[src/sv/cfc_pkg.sv]
`default_nettype none

package cfc_pkg;

  // Galois feedback mask for taps 32, 31, 29 and 1.
  localparam logic [31:0] LfsrTaps = 32'hD000_0001;

  // Reset values of the configuration registers.
  localparam logic [15:0] OnSecondsRst      = 16'd7200;
  localparam logic [15:0] TicksPerSecondRst = 16'd285;
  localparam logic [15:0] HoldTicksRst      = 16'd570;
  localparam logic [3:0]  DelayShiftRst     = 4'd7;
  localparam logic [31:0] LfsrSeedRst       = 32'hBEEF_CACE;

  // Configuration register indexes.
  localparam int unsigned CfgIdxW = 3;
  localparam logic [CfgIdxW-1:0] RegOnSeconds      = 3'd0;
  localparam logic [CfgIdxW-1:0] RegTicksPerSecond = 3'd1;
  localparam logic [CfgIdxW-1:0] RegHoldTicks      = 3'd2;
  localparam logic [CfgIdxW-1:0] RegDelayShift     = 3'd3;
  localparam logic [CfgIdxW-1:0] RegLfsrSeed       = 3'd4;

  // Register set shared by the top level and the update core.
  typedef struct packed {
    logic [15:0] on_seconds;
    logic [15:0] ticks_per_second;
    logic [15:0] hold_ticks;
    logic [3:0]  delay_shift;
  } cfg_t;

  // One result item.
  typedef struct packed {
    logic       off_pending;
    logic       asleep;
    logic [3:0] led_lit;
  } result_t;

endpackage

`default_nettype wire

[src/sv/cfc_core.sv]
`default_nettype none

module cfc_core (
  input  wire logic             clk_i,
  input  wire logic             rst_ni,
  input  wire cfc_pkg::cfg_t    cfg_i,
  input  wire logic             seed_load_i,
  input  wire logic [31:0]      seed_i,
  input  wire logic             step_i,
  input  wire logic             timer_tick_i,
  input  wire logic             button_pressed_i,
  output cfc_pkg::result_t      result_o
);

  logic [31:0] lfsr_q, lfsr_d;
  logic [15:0] prescale_q, prescale_d;
  logic [15:0] seconds_q, seconds_d;
  logic [15:0] hold_q, hold_d;
  logic        off_req_q, off_req_d;
  logic        sleep_q, sleep_d;
  logic        last_btn_q;
  logic [16:0] wait_q, wait_d;
  logic [3:0]  pattern_q, pattern_d;

  logic [15:0] prescale_inc;
  logic [31:0] lfsr_next;
  logic [15:0] wait_raw;

  // Next LFSR value and the flicker wait derived from its top byte.
  always_comb begin
    lfsr_next = (lfsr_q >> 1) ^ ({32{lfsr_q[0]}} & cfc_pkg::LfsrTaps);
    wait_raw  = 16'({8'h00, lfsr_next[31:24]} << cfg_i.delay_shift);
  end

  assign prescale_inc = prescale_q + 16'd1;

  // Per-unit state update: tick counting, sleep decisions, flicker step.
  always_comb begin
    lfsr_d     = lfsr_q;
    prescale_d = prescale_q;
    seconds_d  = seconds_q;
    hold_d     = hold_q;
    off_req_d  = off_req_q;
    sleep_d    = sleep_q;
    wait_d     = wait_q;
    pattern_d  = pattern_q;

    if (sleep_q) begin
      // Any change of the button level wakes the block, nothing else runs.
      if (button_pressed_i != last_btn_q) begin
        sleep_d = 1'b0;
      end
    end else begin
      if (timer_tick_i) begin
        if (prescale_inc == cfg_i.ticks_per_second) begin
          prescale_d = '0;
          seconds_d  = seconds_q + 16'd1;
        end else begin
          prescale_d = prescale_inc;
        end
        hold_d = button_pressed_i ? hold_q + 16'd1 : '0;

        if ((cfg_i.on_seconds != '0) && (seconds_d >= cfg_i.on_seconds) &&
            !button_pressed_i) begin
          seconds_d = '0;
          off_req_d = 1'b0;
          hold_d    = '0;
          sleep_d   = 1'b1;
          pattern_d = '0;
        end else if (hold_d == cfg_i.hold_ticks) begin
          off_req_d = 1'b1;
        end else if (off_req_q && !button_pressed_i) begin
          off_req_d = 1'b0;
          sleep_d   = 1'b1;
          pattern_d = '0;
        end
      end

      // Flicker runs only if this unit did not put the block to sleep.
      if (!sleep_d) begin
        if (wait_q != '0) begin
          wait_d = wait_q - 17'd1;
        end else begin
          lfsr_d    = lfsr_next;
          pattern_d = off_req_d ? 4'b0000 : {1'b1, ~lfsr_next[2:0]};
          wait_d    = (wait_raw == '0) ? 17'h1_0000 : {1'b0, wait_raw};
        end
      end
    end
  end

  // State registers; a seed write reloads the generator.
  always_ff @(posedge clk_i or negedge rst_ni) begin
    if (!rst_ni) begin
      lfsr_q     <= cfc_pkg::LfsrSeedRst;
      prescale_q <= '0;
      seconds_q  <= '0;
      hold_q     <= '0;
      off_req_q  <= 1'b0;
      sleep_q    <= 1'b0;
      last_btn_q <= 1'b0;
      wait_q     <= '0;
      pattern_q  <= '0;
    end else if (seed_load_i) begin
      lfsr_q <= seed_i;
    end else if (step_i) begin
      lfsr_q     <= lfsr_d;
      prescale_q <= prescale_d;
      seconds_q  <= seconds_d;
      hold_q     <= hold_d;
      off_req_q  <= off_req_d;
      sleep_q    <= sleep_d;
      last_btn_q <= button_pressed_i;
      wait_q     <= wait_d;
      pattern_q  <= pattern_d;
    end
  end

  // Result of the unit being processed.
  always_comb begin
    result_o.led_lit     = sleep_d ? 4'b0000 : pattern_d;
    result_o.asleep      = sleep_d;
    result_o.off_pending = off_req_d;
  end

endmodule

`default_nettype wire

[src/sv/candle_flicker_controller.sv]
// Candle flicker controller.
// Input stream: one request per fine time unit, carrying the timer tick flag
// and the button level. Output stream: one request per input request with
// the LED drive, the sleep flag and the pending switch-off flag.
// An accepted input is held in an input register; once the output register
// is free, the update core advances its state and the result is written to
// the output register. Throughput is one request per cycle while the
// receiver does not stall.
// When the receiver stalls, the output register holds its result and the
// input register absorbs one more request before s_axis_tready drops.
// A configuration write to the seed also reloads the random generator.
// Writes must be made while the stream is idle; the block itself does not
// enforce this.
// Reset restores the default registers, clears the counters, leaves the
// block awake with all LEDs dark and makes the first unit run a flicker
// step at once.
`default_nettype none

module candle_flicker_controller (
  input  wire logic        clk_i,
  input  wire logic        rst_ni,
  // Input stream.
  input  wire logic        s_axis_tvalid,
  output logic             s_axis_tready,
  input  wire logic [7:0]  s_axis_tdata,   // [0] timer_tick, [1] button_pressed
  // Output stream.
  output logic             m_axis_tvalid,
  input  wire logic        m_axis_tready,
  output logic [7:0]       m_axis_tdata,   // [3:0] led_lit, [4] asleep,
                                           // [5] off_pending
  // Configuration write port.
  input  wire logic        cfg_we_i,
  input  wire logic [2:0]  cfg_index_i,
  input  wire logic [31:0] cfg_data_i
);

  cfc_pkg::cfg_t    cfg_q;
  cfc_pkg::result_t result;

  logic       in_valid_q;
  logic       in_tick_q;
  logic       in_btn_q;
  logic       out_valid_q;
  logic [5:0] out_data_q;
  logic       advance;
  logic       seed_load;

  // The input register moves on when the output register is free.
  assign advance       = in_valid_q && (!out_valid_q || m_axis_tready);
  assign s_axis_tready = !in_valid_q || advance;
  assign seed_load     = cfg_we_i && (cfg_index_i == cfc_pkg::RegLfsrSeed);

  // Configuration registers.
  always_ff @(posedge clk_i or negedge rst_ni) begin
    if (!rst_ni) begin
      cfg_q.on_seconds       <= cfc_pkg::OnSecondsRst;
      cfg_q.ticks_per_second <= cfc_pkg::TicksPerSecondRst;
      cfg_q.hold_ticks       <= cfc_pkg::HoldTicksRst;
      cfg_q.delay_shift      <= cfc_pkg::DelayShiftRst;
    end else if (cfg_we_i) begin
      case (cfg_index_i)
        cfc_pkg::RegOnSeconds:      cfg_q.on_seconds       <= cfg_data_i[15:0];
        cfc_pkg::RegTicksPerSecond: cfg_q.ticks_per_second <= cfg_data_i[15:0];
        cfc_pkg::RegHoldTicks:      cfg_q.hold_ticks       <= cfg_data_i[15:0];
        cfc_pkg::RegDelayShift:     cfg_q.delay_shift      <= cfg_data_i[3:0];
        default: ;
      endcase
    end
  end

  // Input register.
  always_ff @(posedge clk_i or negedge rst_ni) begin
    if (!rst_ni) begin
      in_valid_q <= 1'b0;
    end else if (s_axis_tvalid && s_axis_tready) begin
      in_valid_q <= 1'b1;
    end else if (advance) begin
      in_valid_q <= 1'b0;
    end
  end

  always_ff @(posedge clk_i) begin
    if (s_axis_tvalid && s_axis_tready) begin
      in_tick_q <= s_axis_tdata[0];
      in_btn_q  <= s_axis_tdata[1];
    end
  end

  cfc_core u_core (
    .clk_i            (clk_i),
    .rst_ni           (rst_ni),
    .cfg_i            (cfg_q),
    .seed_load_i      (seed_load),
    .seed_i           (cfg_data_i),
    .step_i           (advance),
    .timer_tick_i     (in_tick_q),
    .button_pressed_i (in_btn_q),
    .result_o         (result)
  );

  // Output register.
  always_ff @(posedge clk_i or negedge rst_ni) begin
    if (!rst_ni) begin
      out_valid_q <= 1'b0;
    end else if (advance) begin
      out_valid_q <= 1'b1;
    end else if (m_axis_tready) begin
      out_valid_q <= 1'b0;
    end
  end

  always_ff @(posedge clk_i) begin
    if (advance) begin
      out_data_q <= result;
    end
  end

  assign m_axis_tvalid = out_valid_q;
  assign m_axis_tdata  = {2'b00, out_data_q};

endmodule

`default_nettype wire
[config.mk]
export PLATFORM = sky130hd
export DESIGN_NAME = candle_flicker_controller
export DESIGN_NICKNAME = d
export VERILOG_FILES = /design/src/sv/cfc_pkg.sv /design/src/sv/cfc_core.sv /design/src/sv/candle_flicker_controller.sv
export SDC_FILE = /design/constraint.sdc
export NUM_CORES = 1
export LEC_CHECK = 0
export ABC_AREA = 1
export BUFFER_PORTS_ARGS = -buffer_cell sky130_fd_sc_hd__buf_2
export CORE_ASPECT_RATIO = 1.2
export CORE_UTILIZATION = 42
export DETAILED_ROUTE_END_ITERATION = 6
export PLACE_DENSITY = 0.68
export RECOVER_POWER = 50
export SLEW_MARGIN = 15
export SYNTH_ARGS = -nofsm -noshare
export SYNTH_HDL_FRONTEND = slang
export SYNTH_HIERARCHICAL = 1
export SYNTH_SLANG_ARGS = --single-unit
[constraint.sdc]
create_clock -name clk_i -period 5.8 [get_ports clk_i]
set_clock_uncertainty 0.2 [all_clocks]
set_input_delay 1.16 -clock clk_i [delete_from_list [all_inputs] [get_ports clk_i]]
set_output_delay 1.16 -clock clk_i [all_outputs]
set_load 0.05 [all_outputs]
Word-level counts from Yosys, hierarchy flattened
Index checks and enable logic that the tools add are counted.
{"block": "word_totals", "input_bits": 48, "wordCells": 105, "register_bits": 166}
{"block": "op_classes", "eq_ne": 10, "n_lt_le_gt_ge": 1, "n_mux": 39, "shifts": 1, "reduce_logical": 26, "n_bitwise": 5, "n_addsub": 4}
{"operator": "2-to-1 mux 32 bit", "count": 5}
{"operator": "2-to-1 mux 16 bit", "count": 7}
{"operator": "adder 16 x 1 -> 16 bit (second input constant)", "count": 3}
{"operator": "2-to-1 mux 17 bit", "count": 2}
{"operator": "== test 16 bit", "count": 2}
{"operator": "2-to-1 mux 4 bit", "count": 8}
{"operator": "XOR 31 x 32 -> 32 bit", "count": 1}
{"operator": "2-to-1 mux 1 bit", "count": 17}
{"operator": "nonzero test 17 bit", "count": 1}
{"operator": "subtractor 17 x 1 -> 17 bit (second input constant)", "count": 1}
{"operator": "greater-or-equal comparator 16 bit", "count": 1}
{"operator": "logical NOT 16 bit", "count": 1}
{"operator": "nonzero test 16 bit", "count": 1}
{"operator": "<< shifter 8 x 4 -> 16 bit", "count": 1}
{"operator": "AND reduction 4 bit", "count": 3}
{"operator": "AND reduction 2 bit", "count": 5}
{"operator": "== test 3 x 2 -> 1 bit (second input constant)", "count": 2}
{"operator": "logical AND 1 bit", "count": 6}
{"operator": "!= test 2 bit (second input constant)", "count": 3}
{"operator": "nonzero test 2 bit", "count": 3}
{"operator": "== test 3 x 1 -> 1 bit (second input constant)", "count": 1}
{"operator": "== test 3 bit (second input constant)", "count": 1}
{"operator": "logical NOT 1 bit", "count": 3}
{"operator": "logical NOT 3 bit", "count": 1}
{"operator": "other kinds (4)", "count": 7}

Logic depth before layout (Yosys ltp)
Gate-level depths: netlist of the first run.
{"block": "depth", "ltp_word": 15, "depth_mapped": 34, "mapped_depth_nobuf": 34}

Hierarchy
The synthesis of the first run kept the hierarchy.
{"module": "cfc_core", "area_per_inst_um2": 7950.1, "seq_area_each_um2": 2630.0, "cells_each": 1186, "instances": 1}
{"module": "candle_flicker_controller", "area_per_inst_um2": 2504.9, "seq_area_each_um2": 1612.8, "cells_each": 257, "instances": 1}

Worst setup path before layout of the first run
Ideal clock, no wire load.
{"block": "synth_path", "kind": "flip-flop to flip-flop", "startpoint": "register u_core.prescale_q[0]", "endpoint": "register out_data_q[3], data pin", "stages_incl_launch_ff": 27, "arrival_time_ps": 3821, "synth_period_minus_slack_ps": 4291, "path_slack_ps": 1509, "cell_sequence": "dfrtp_1 > ha_1 > nand2_1 > nor2_1 > nand4_1 > nor3_1 > nand3_1 > xor2_1 > xor2_1 > nand2_1 > nor2_2 > buf_2 > nand4_1 > nand2_1 > inv_1 > ha_1 > nand2_1 > inv_1 > nand3_1 > nor3_1 > nand3_1 > nand3_1 > nand2_1 > nand2_2 > nand2_4 > a22oi_1 > nor2_1"}
{"block": "synth_via", "elab_cells_between_ends": 21, "cone_classes": "add/sub (1); order compare (1); eq/ne (1); mux (16); reduce/logical (2)"}
{"element": "start: declaration", "line": "cfc_core.sv:16", "rtl": "logic [15:0] prescale_q, prescale_d;"}
{"element": "start signal: assignment", "line": "cfc_core.sv:108", "rtl": "prescale_q <= prescale_d;"}
{"element": "adder 16 x 1 -> 16 bit", "line": "cfc_core.sv:35", "rtl": "assign prescale_inc = prescale_q + 16'd1;"}
{"element": "== test 16 bit", "line": "cfc_core.sv:55", "rtl": "if (prescale_inc == cfg_i.ticks_per_second) begin"}
{"element": "2-to-1 mux 16 bit", "line": "cfc_core.sv:55"}
{"element": "2-to-1 mux 16 bit", "line": "cfc_core.sv:54", "rtl": "if (timer_tick_i) begin"}
{"element": "2-to-1 mux 16 bit", "line": "cfc_core.sv:48", "rtl": "if (sleep_q) begin"}
{"element": "greater-or-equal comparator 16 bit", "line": "cfc_core.sv:63", "rtl": "if ((cfg_i.on_seconds != '0) && (seconds_d >= cfg_i.on_seconds) &&"}
{"element": "logical AND 1 bit (2 in a row)", "line": "cfc_core.sv:63"}
{"element": "2-to-1 mux 1 bit", "line": "cfc_core.sv:63"}
{"element": "2-to-1 mux 1 bit", "line": "cfc_core.sv:54"}
{"element": "2-to-1 mux 1 bit (2 in a row)", "line": "cfc_core.sv:48"}
{"element": "net u_core.sleep_d", "line": "cfc_core.sv:20", "rtl": "logic sleep_q, sleep_d;"}
{"element": "end signal: assignment", "line": "candle_flicker_controller.sv:114", "rtl": "out_data_q <= result;"}
{"element": "end: declaration", "line": "candle_flicker_controller.sv:44", "rtl": "logic [5:0] out_data_q;"}
The timed path passes the listed nets, and every way through them passes these cells. The select of a mux whose other input is x is not followed.
A chain may end at the register's enable or synchronous reset.

==> metrics, run 1 <==
Rows 62; number of global-route vias before repair 8818; Slowest-stage cell, CP a22oi_1; Tcrit/Tclk final 89.74%; sequential element share of the synthesized area 40.58%; worst stage delay on the critical path 0.47 ns; type of origin of the critical path register; Pre-Repair DR Iteration Count 5; final hold slack 0.2712 ns; hold violation count in the final report 0; clk slew on worst S/H paths 0.07 ns; GR Util All Layers 20.87%; CTS buffer count 17; CTS tree built; path category of the worst min-delay check register to register; setup TNS 0 ns; clk_lat worst skew 0.43 ns; Core ar. 24200 sq um; reg2reg setup slack 0.59 ns; post-CTS setup buffer count 0; area of the mapped netlist 10460 sq um; Hold Crit Depth 2; worst r2r src u_core/prescale_q[0]$_DFFE_PN0P_; Post-CTS Hold Fix Bufs 0; Syn-to-layout area delta 9.502%; maximum vdd drop 0.2354 mV; RSZ-0062 raised after global routing no; Worst Tran Pin Value 2.356 ns; relative slew slack -57.05%; nets 1530; Post-synth EDFFs 8; max-cap viol count 3; # clock sinks 166; total number of vias 9318; DRC viols 0; Synth area leaders dfrtp_1, nand2_1, dfstp_2; layout cells sized above 1 12.07%; Avg Inst Size Synth 7.245 sq um; Initial Util 43.20%; initial antenna violation count 1; CTS max path bufs 2; violated checks max-capacitance violations, max-slew violations; GP Congestion 0.8654; Iter 0 DRT Violations 657; Crit Path Max Fanout 16; FF-to-FF End out_data_q[2]$_DFFE_PP_; Cells after Synth 1443; Final min period 5.205 ns; routed wire length 25.50 mm; post-synth top area share 28.48%; number of buffers added on ports 49; Top FF cell, synth dfrtp_1; Ys Warns 6; PD cells 396.5 nW/um^2; I/O pin count 58; Final Max Tran Viols 163; FILL cells 2420; commonest non-fill, non-tap cell in the layout nand2_1; pin count of the biggest net entering global routing 92; Die Height 174.8 um; Setup crit end kind register; status finished, violations left; commonest cells after routing, fill and taps aside nand2_1, inv_1, nand3_1; Clock Root Buffer clkbuf_16; Yosys reg bits 166; final setup violating endpoints 0; asr flop ratio synth 95.18%; critical path class register to register; worst hold path endpoint cfg_q[12]$_DFFE_PN0P_; drt wl/cell 14.20 um; Hold Crit Start cfg_q[12]$_DFFE_PN0P_; Worst path most repeated cell nand2_1; Distinct cells, synth 48; Vias/cell 5.188; first-pass GRT wire length 42.75 mm; Die X 146.0 um; Total Die Area 25530 sq um; worst r2r path cells 26; Worst Path Required 5.74 ns; Critical Path AT 5.15 ns; fmax 192.1 MHz; grt ovf 0; DRT antenna net count 0; Final HPWL DP 17.89 mm; Synth area leader dfrtp_1; H-tree depth 4; leak pwr 5.664 nW
what timing repair did:
item / CTS / global route
endpoints found under the setup margin: 0 / 9
hold endpoints to repair: 0 / 0
gates resized for setup: 0 / 1
kinds of logic (layout without fill, tap and decap cells):
logic type / after synthesis / after routing / synth area share [%]
AND/OR/NAND/NOR: 818 / 818 / 35.12
buffers and inverters: 236 / 267 / 9.706
flip-flops: 166 / 166 / 40.58
AO/OA/AOI/OAI: 148 / 148 / 7.420
XOR/XNOR: 49 / 49 / 4.237
adder cells (fa/ha/maj): 20 / 20 / 2.393
multiplexers: 5 / 5 / 0.5026
other: 1 / 3 / 0.03587
flip-flops by register name (all words and copies together) (netlist names), 4 cells and up:
register           count
cfg_q                 52
out_data_q             6
u_core/hold_q         16
u_core/lfsr_q         32
u_core/pattern_q       4
u_core/prescale_q     16
u_core/seconds_q      16
u_core/wait_q         17
cells in the mapped netlist (8+ instances only):
library cell / n
nand2_1: 478
inv_1: 168
nand3_1: 163
dfrtp_1: 119
o21ai_0: 91
nor2_1: 59
nand4_1: 50
xor2_1: 40
dfstp_2: 39
clkbuf_1: 24
o21ai_1: 23
ha_1: 20
a21oi_1: 18
nor3_1: 15
buf_2: 14
buf_4: 11
nor4_1: 10
buf_6: 9
or2_2: 9
edfxtp_1: 8
xnor2_1: 8
report_power, final:
part / switching (mW) / total [mW] / internal, mW
Combinational: 0.969 / 1.52 / 0.549
Sequential: 0.289 / 1.84 / 1.55
Clock: 0.498 / 1.18 / 0.683
worst max-delay path, delay by kind of cell (launching register included):
| family | cells | cell delay [ns] |
|---|---|---|
| AO/OA/AOI/OAI | 2 | 0.60 |
| XOR/XNOR | 2 | 0.44 |
| adder cells (fa/ha/maj) | 2 | 0.49 |
| buffers and inverters | 3 | 0.34 |
| flip-flops | 1 | 0.40 |
| AND/OR/NAND/NOR | 17 | 2.42 |
area by class of cell:
class	instances	area, sq um	area share [%]
clock buffer	18	429.2	3.749
antenna	1	2.502	0.02186
multi-input combinational	1042	5228	45.66
timing repair buffer	59	309.0	2.699
inverter	176	663.1	5.792
tap	320	400.4	3.497
clock inverter	14	173.9	1.519
sequential	166	4243	37.06
through the flow:
stage	power [mW]	setup slack, ns	util (%)	area [sq um]	std cells
finish	4.539	0.5949	47.30	11450	1796
global placement	3.313	0.6907	44.84	10850	1763
detailed placement	3.364	0.6690	44.84	10850	1763
floorplan	2.992	1.509	-	10460	1444
global route	4.883	0.003881	47.29	11450	1795
CTS	4.561	0.6101	47.33	11450	1795
layer usage:
| layer | vias up | track usage (%) | share of wire (%) |
|---|---|---|---|
| met5 | - | 0 | 0 |
| met4 | 0 | 6.293 | 1.9 |
| met3 | 41 | 3.420 | 3.7 |
| met2 | 206 | 35.33 | 48 |
| met1 | 4386 | 27.36 | 46 |
| li1 | 4685 | - | - |
worst max-delay path by stage:
stage | from | end | slack (ns)
after global routing | u_core/prescale_q[0]$_DFFE_PN0P_ | out_data_q[2]$_DFFE_PP_ | 0.004
after floorplan | u_core/prescale_q[0]$_DFFE_PN0P_ | out_data_q[3]$_DFFE_PP_ | 1.51
after CTS | u_core/prescale_q[0]$_DFFE_PN0P_ | out_data_q[2]$_DFFE_PP_ | 0.61
final | u_core/prescale_q[0]$_DFFE_PN0P_ | out_data_q[2]$_DFFE_PP_ | 0.59
after detailed placement | u_core/prescale_q[0]$_DFFE_PN0P_ | u_core/lfsr_q[4]$_DFFE_PN0P_ | 0.67
after global placement | u_core/prescale_q[0]$_DFFE_PN0P_ | u_core/lfsr_q[8]$_DFFE_PN0P_ | 0.69
Power figures use the tool's default switching activity.
==> run 2, diff against run 1 <==
--- a/config.mk
+++ b/config.mk
@@ -7,8 +7,8 @@
 export LEC_CHECK = 0
 export ABC_AREA = 1
 export BUFFER_PORTS_ARGS = -buffer_cell sky130_fd_sc_hd__buf_2
-export CORE_ASPECT_RATIO = 1.2
 export CORE_UTILIZATION = 42
+export CTS_CLUSTER_SIZE = 20
 export DETAILED_ROUTE_END_ITERATION = 6
 export PLACE_DENSITY = 0.68
 export RECOVER_POWER = 50
==> constraint.sdc (replaced) <==
create_clock -name clk_i -period 5.8 [get_ports clk_i]
set_clock_uncertainty 0.2 [all_clocks]
set_input_delay 0.58 -clock clk_i [delete_from_list [all_inputs] [get_ports clk_i]]
set_output_delay 0.58 -clock clk_i [all_outputs]
set_load 0.05 [all_outputs]
==> run 2 against run 1 <==
Net effect: wire length shrank 0.77%; clock-buffer cell count shrank 1; sequential cell count is the same; worst setup slack gained 0.083 ns; power is essentially flat; the flow still finishes with violations (max-capacitance violations, max-slew violations); clock power is essentially flat; highest routed layer unchanged.
==> metrics, run 2 (synthesis results as in run 1) <==
GR Util All Layers 20.54%; Initial Util 42.86%; initial antenna violation count 0; sw power 1.783 mW; max-cap viol count 2; worst r2r src u_core/prescale_q[0]$_DFFE_PN0P_; layout cells sized above 1 11.52%; Pre-Repair DR Iteration Count 5; GP Congestion 0.8739; combinational share of power 33.4%; Total Die Area 25530 sq um; routed wire length 25.30 mm; DRC viols 0; leak pwr 5.633 nW; CTS tree built; Setup crit start u_core/prescale_q[0]$_DFFE_PN0P_; grt ovf 0; H-tree depth 4; relative slew slack -180.9%; drt wl/cell 14.06 um; hold violation count in the final report 0; worst r2r path cells 26; worst hold path endpoint in_btn_q$_DFFE_PP_; RSZ-0062 raised after global routing no; Clock Root Buffer clkbuf_16; I/O pin count 58; Slowest-stage cell, CP dfrtp_1; Antenna diodes 0; post-CTS setup buffer count 0; clock share of power 26.1%; Biggest register cfg_q; Hold Crit Start s_axis_tdata[1]; Die X 159.8 um; Hold Crit Depth 1; Vias/cell 5.157; Worst Setup Slack, final 0.6778 ns; setup TNS 0 ns; Tcrit/Tclk final 88.31%; Largest regs cfg_q x52, u_core/lfsr_q x32, u_core/wait_q x17; total number of vias 9283; Critical Path AT 5.29 ns; Seq pwr share 40.5%; clk slew on worst S/H paths 0.07 ns; CTS max path bufs 2; Final Max Tran Viols 134; internal power 2.753 mW; commonest cells after routing, fill and taps aside nand2_1, inv_1, nand3_1; pin count of the biggest net entering global routing 93; CP Buf/Inv Count 2; Sw Share 39.30%; # clock sinks 166; Worst path most repeated cell nand2_1; Final HPWL DP 17.68 mm; commonest non-fill, non-tap cell in the layout nand2_1; post-cts sizing count 0; Syn-to-layout area delta 9.383%; fmax 195.2 MHz; Post-CTS Hold Fix Bufs 0; CTS buffer count 17; max reg flops 52; Final min period 5.122 ns; number of buffers added on ports 49; type of origin of the critical path register; nets 1531; Post-Place Setup Slack 0.7135 ns; Worst Path Required 5.96 ns; Die Height 159.8 um; Core ar. 24390 sq um; number of global-route vias before repair 8676; reg2reg setup slack 0.68 ns; FF-to-FF End u_core/wait_q[15]$_DFFE_PN0P_; maximum vdd drop 0.2461 mV; FILL cells 2422; Worst Tran Pin Value 4.214 ns; Setup crit end kind register; Crit Path Max Fanout 32; final setup violating endpoints 0; clk_lat worst skew 0.43 ns; first-pass GRT wire length 42.46 mm; Rows 57; worst stage delay on the critical path 0.40 ns; DRT antenna net count 0; status finished, violations left; violated checks max-capacitance violations, max-slew violations; critical path class register to register; PD cells 396.6 nW/um^2; largest delay contributor family on the critical path simple AND/OR/NAND/NOR gates; Iter 0 DRT Violations 765; path category of the worst min-delay check input port to register
-- run 2: cell types whose count changed in the layout (fill, tap and decap cells not counted), moves of 2 or more --
cell      delta
buf_4        +3
clkbuf_1     +5
inv_8        +3
clkinv_2     -2
buf_2        -8
nand2_1      +3
-- run 2: area by class of cell --
type                    instances  area (sq um)  share of cell area [%]
repair buffers                 60         317.8                   2.779
inverters                     176         663.1                   5.799
flip-flops and latches        166          4243                   37.10
clock inverters                15         187.7                   1.641
clock buffers                  17         425.4                   3.720
well taps                     324         405.4                   3.545
multi-input cells            1042          5194                   45.42
-- run 2: power by group through the flow --
stage | combinational [mW] | clock [mW] | sequential, mW
2_1_floorplan | 1.20 | 0 | 1.79
3_3_place_gp | 1.47 | 0 | 1.84
3_5_place_dp | 1.51 | 0 | 1.85
4_1_cts | 1.52 | 1.21 | 1.83
5_1_grt | 1.75 | 1.26 | 1.88
6_report | 1.52 | 1.18 | 1.83
-- run 2: how the worst max path moves through the flow --
stage,to,slack [ns],cells past startpoint
floorplan,out_data_q[3]$_DFFE_PP_,1.51,26
global placement,u_core/wait_q[3]$_DFFE_PN0P_,0.75,25
detailed placement,u_core/wait_q[15]$_DFFE_PN0P_,0.71,26
CTS,u_core/lfsr_q[1]$_DFFE_PN1P_,0.63,26
global route,out_data_q[3]$_DFFE_PP_,0.13,26
finish,u_core/wait_q[15]$_DFFE_PN0P_,0.68,26
-- run 2: per-stage QoR --
step                power (mW)  cell area (sq um)  hold WS [ns]  std cells  util [%]
finish                   4.536              11440        0.1245       1800     46.89
global route             4.887              11440        0.1028       1800     46.89
CTS                      4.563              11480       0.08659       1800     47.06
detailed placement       3.360              10860        0.2597       1768     44.54
global placement         3.309              10860        0.2575       1768     44.54
floorplan                2.992              10460       0.08441       1444         -
-- run 2: layer usage --
metal  part of all wire [%]  routed length, um  global-route usage (%)  up-vias
li1                       -                  -                       -     4701
met1                     48              12040                   28.16     4348
met2                     47              11870                   33.88      215
met3                    4.5               1135                   3.532       19
met4                    1.0                252                   4.632        0
met5                      0                  0                       0        -
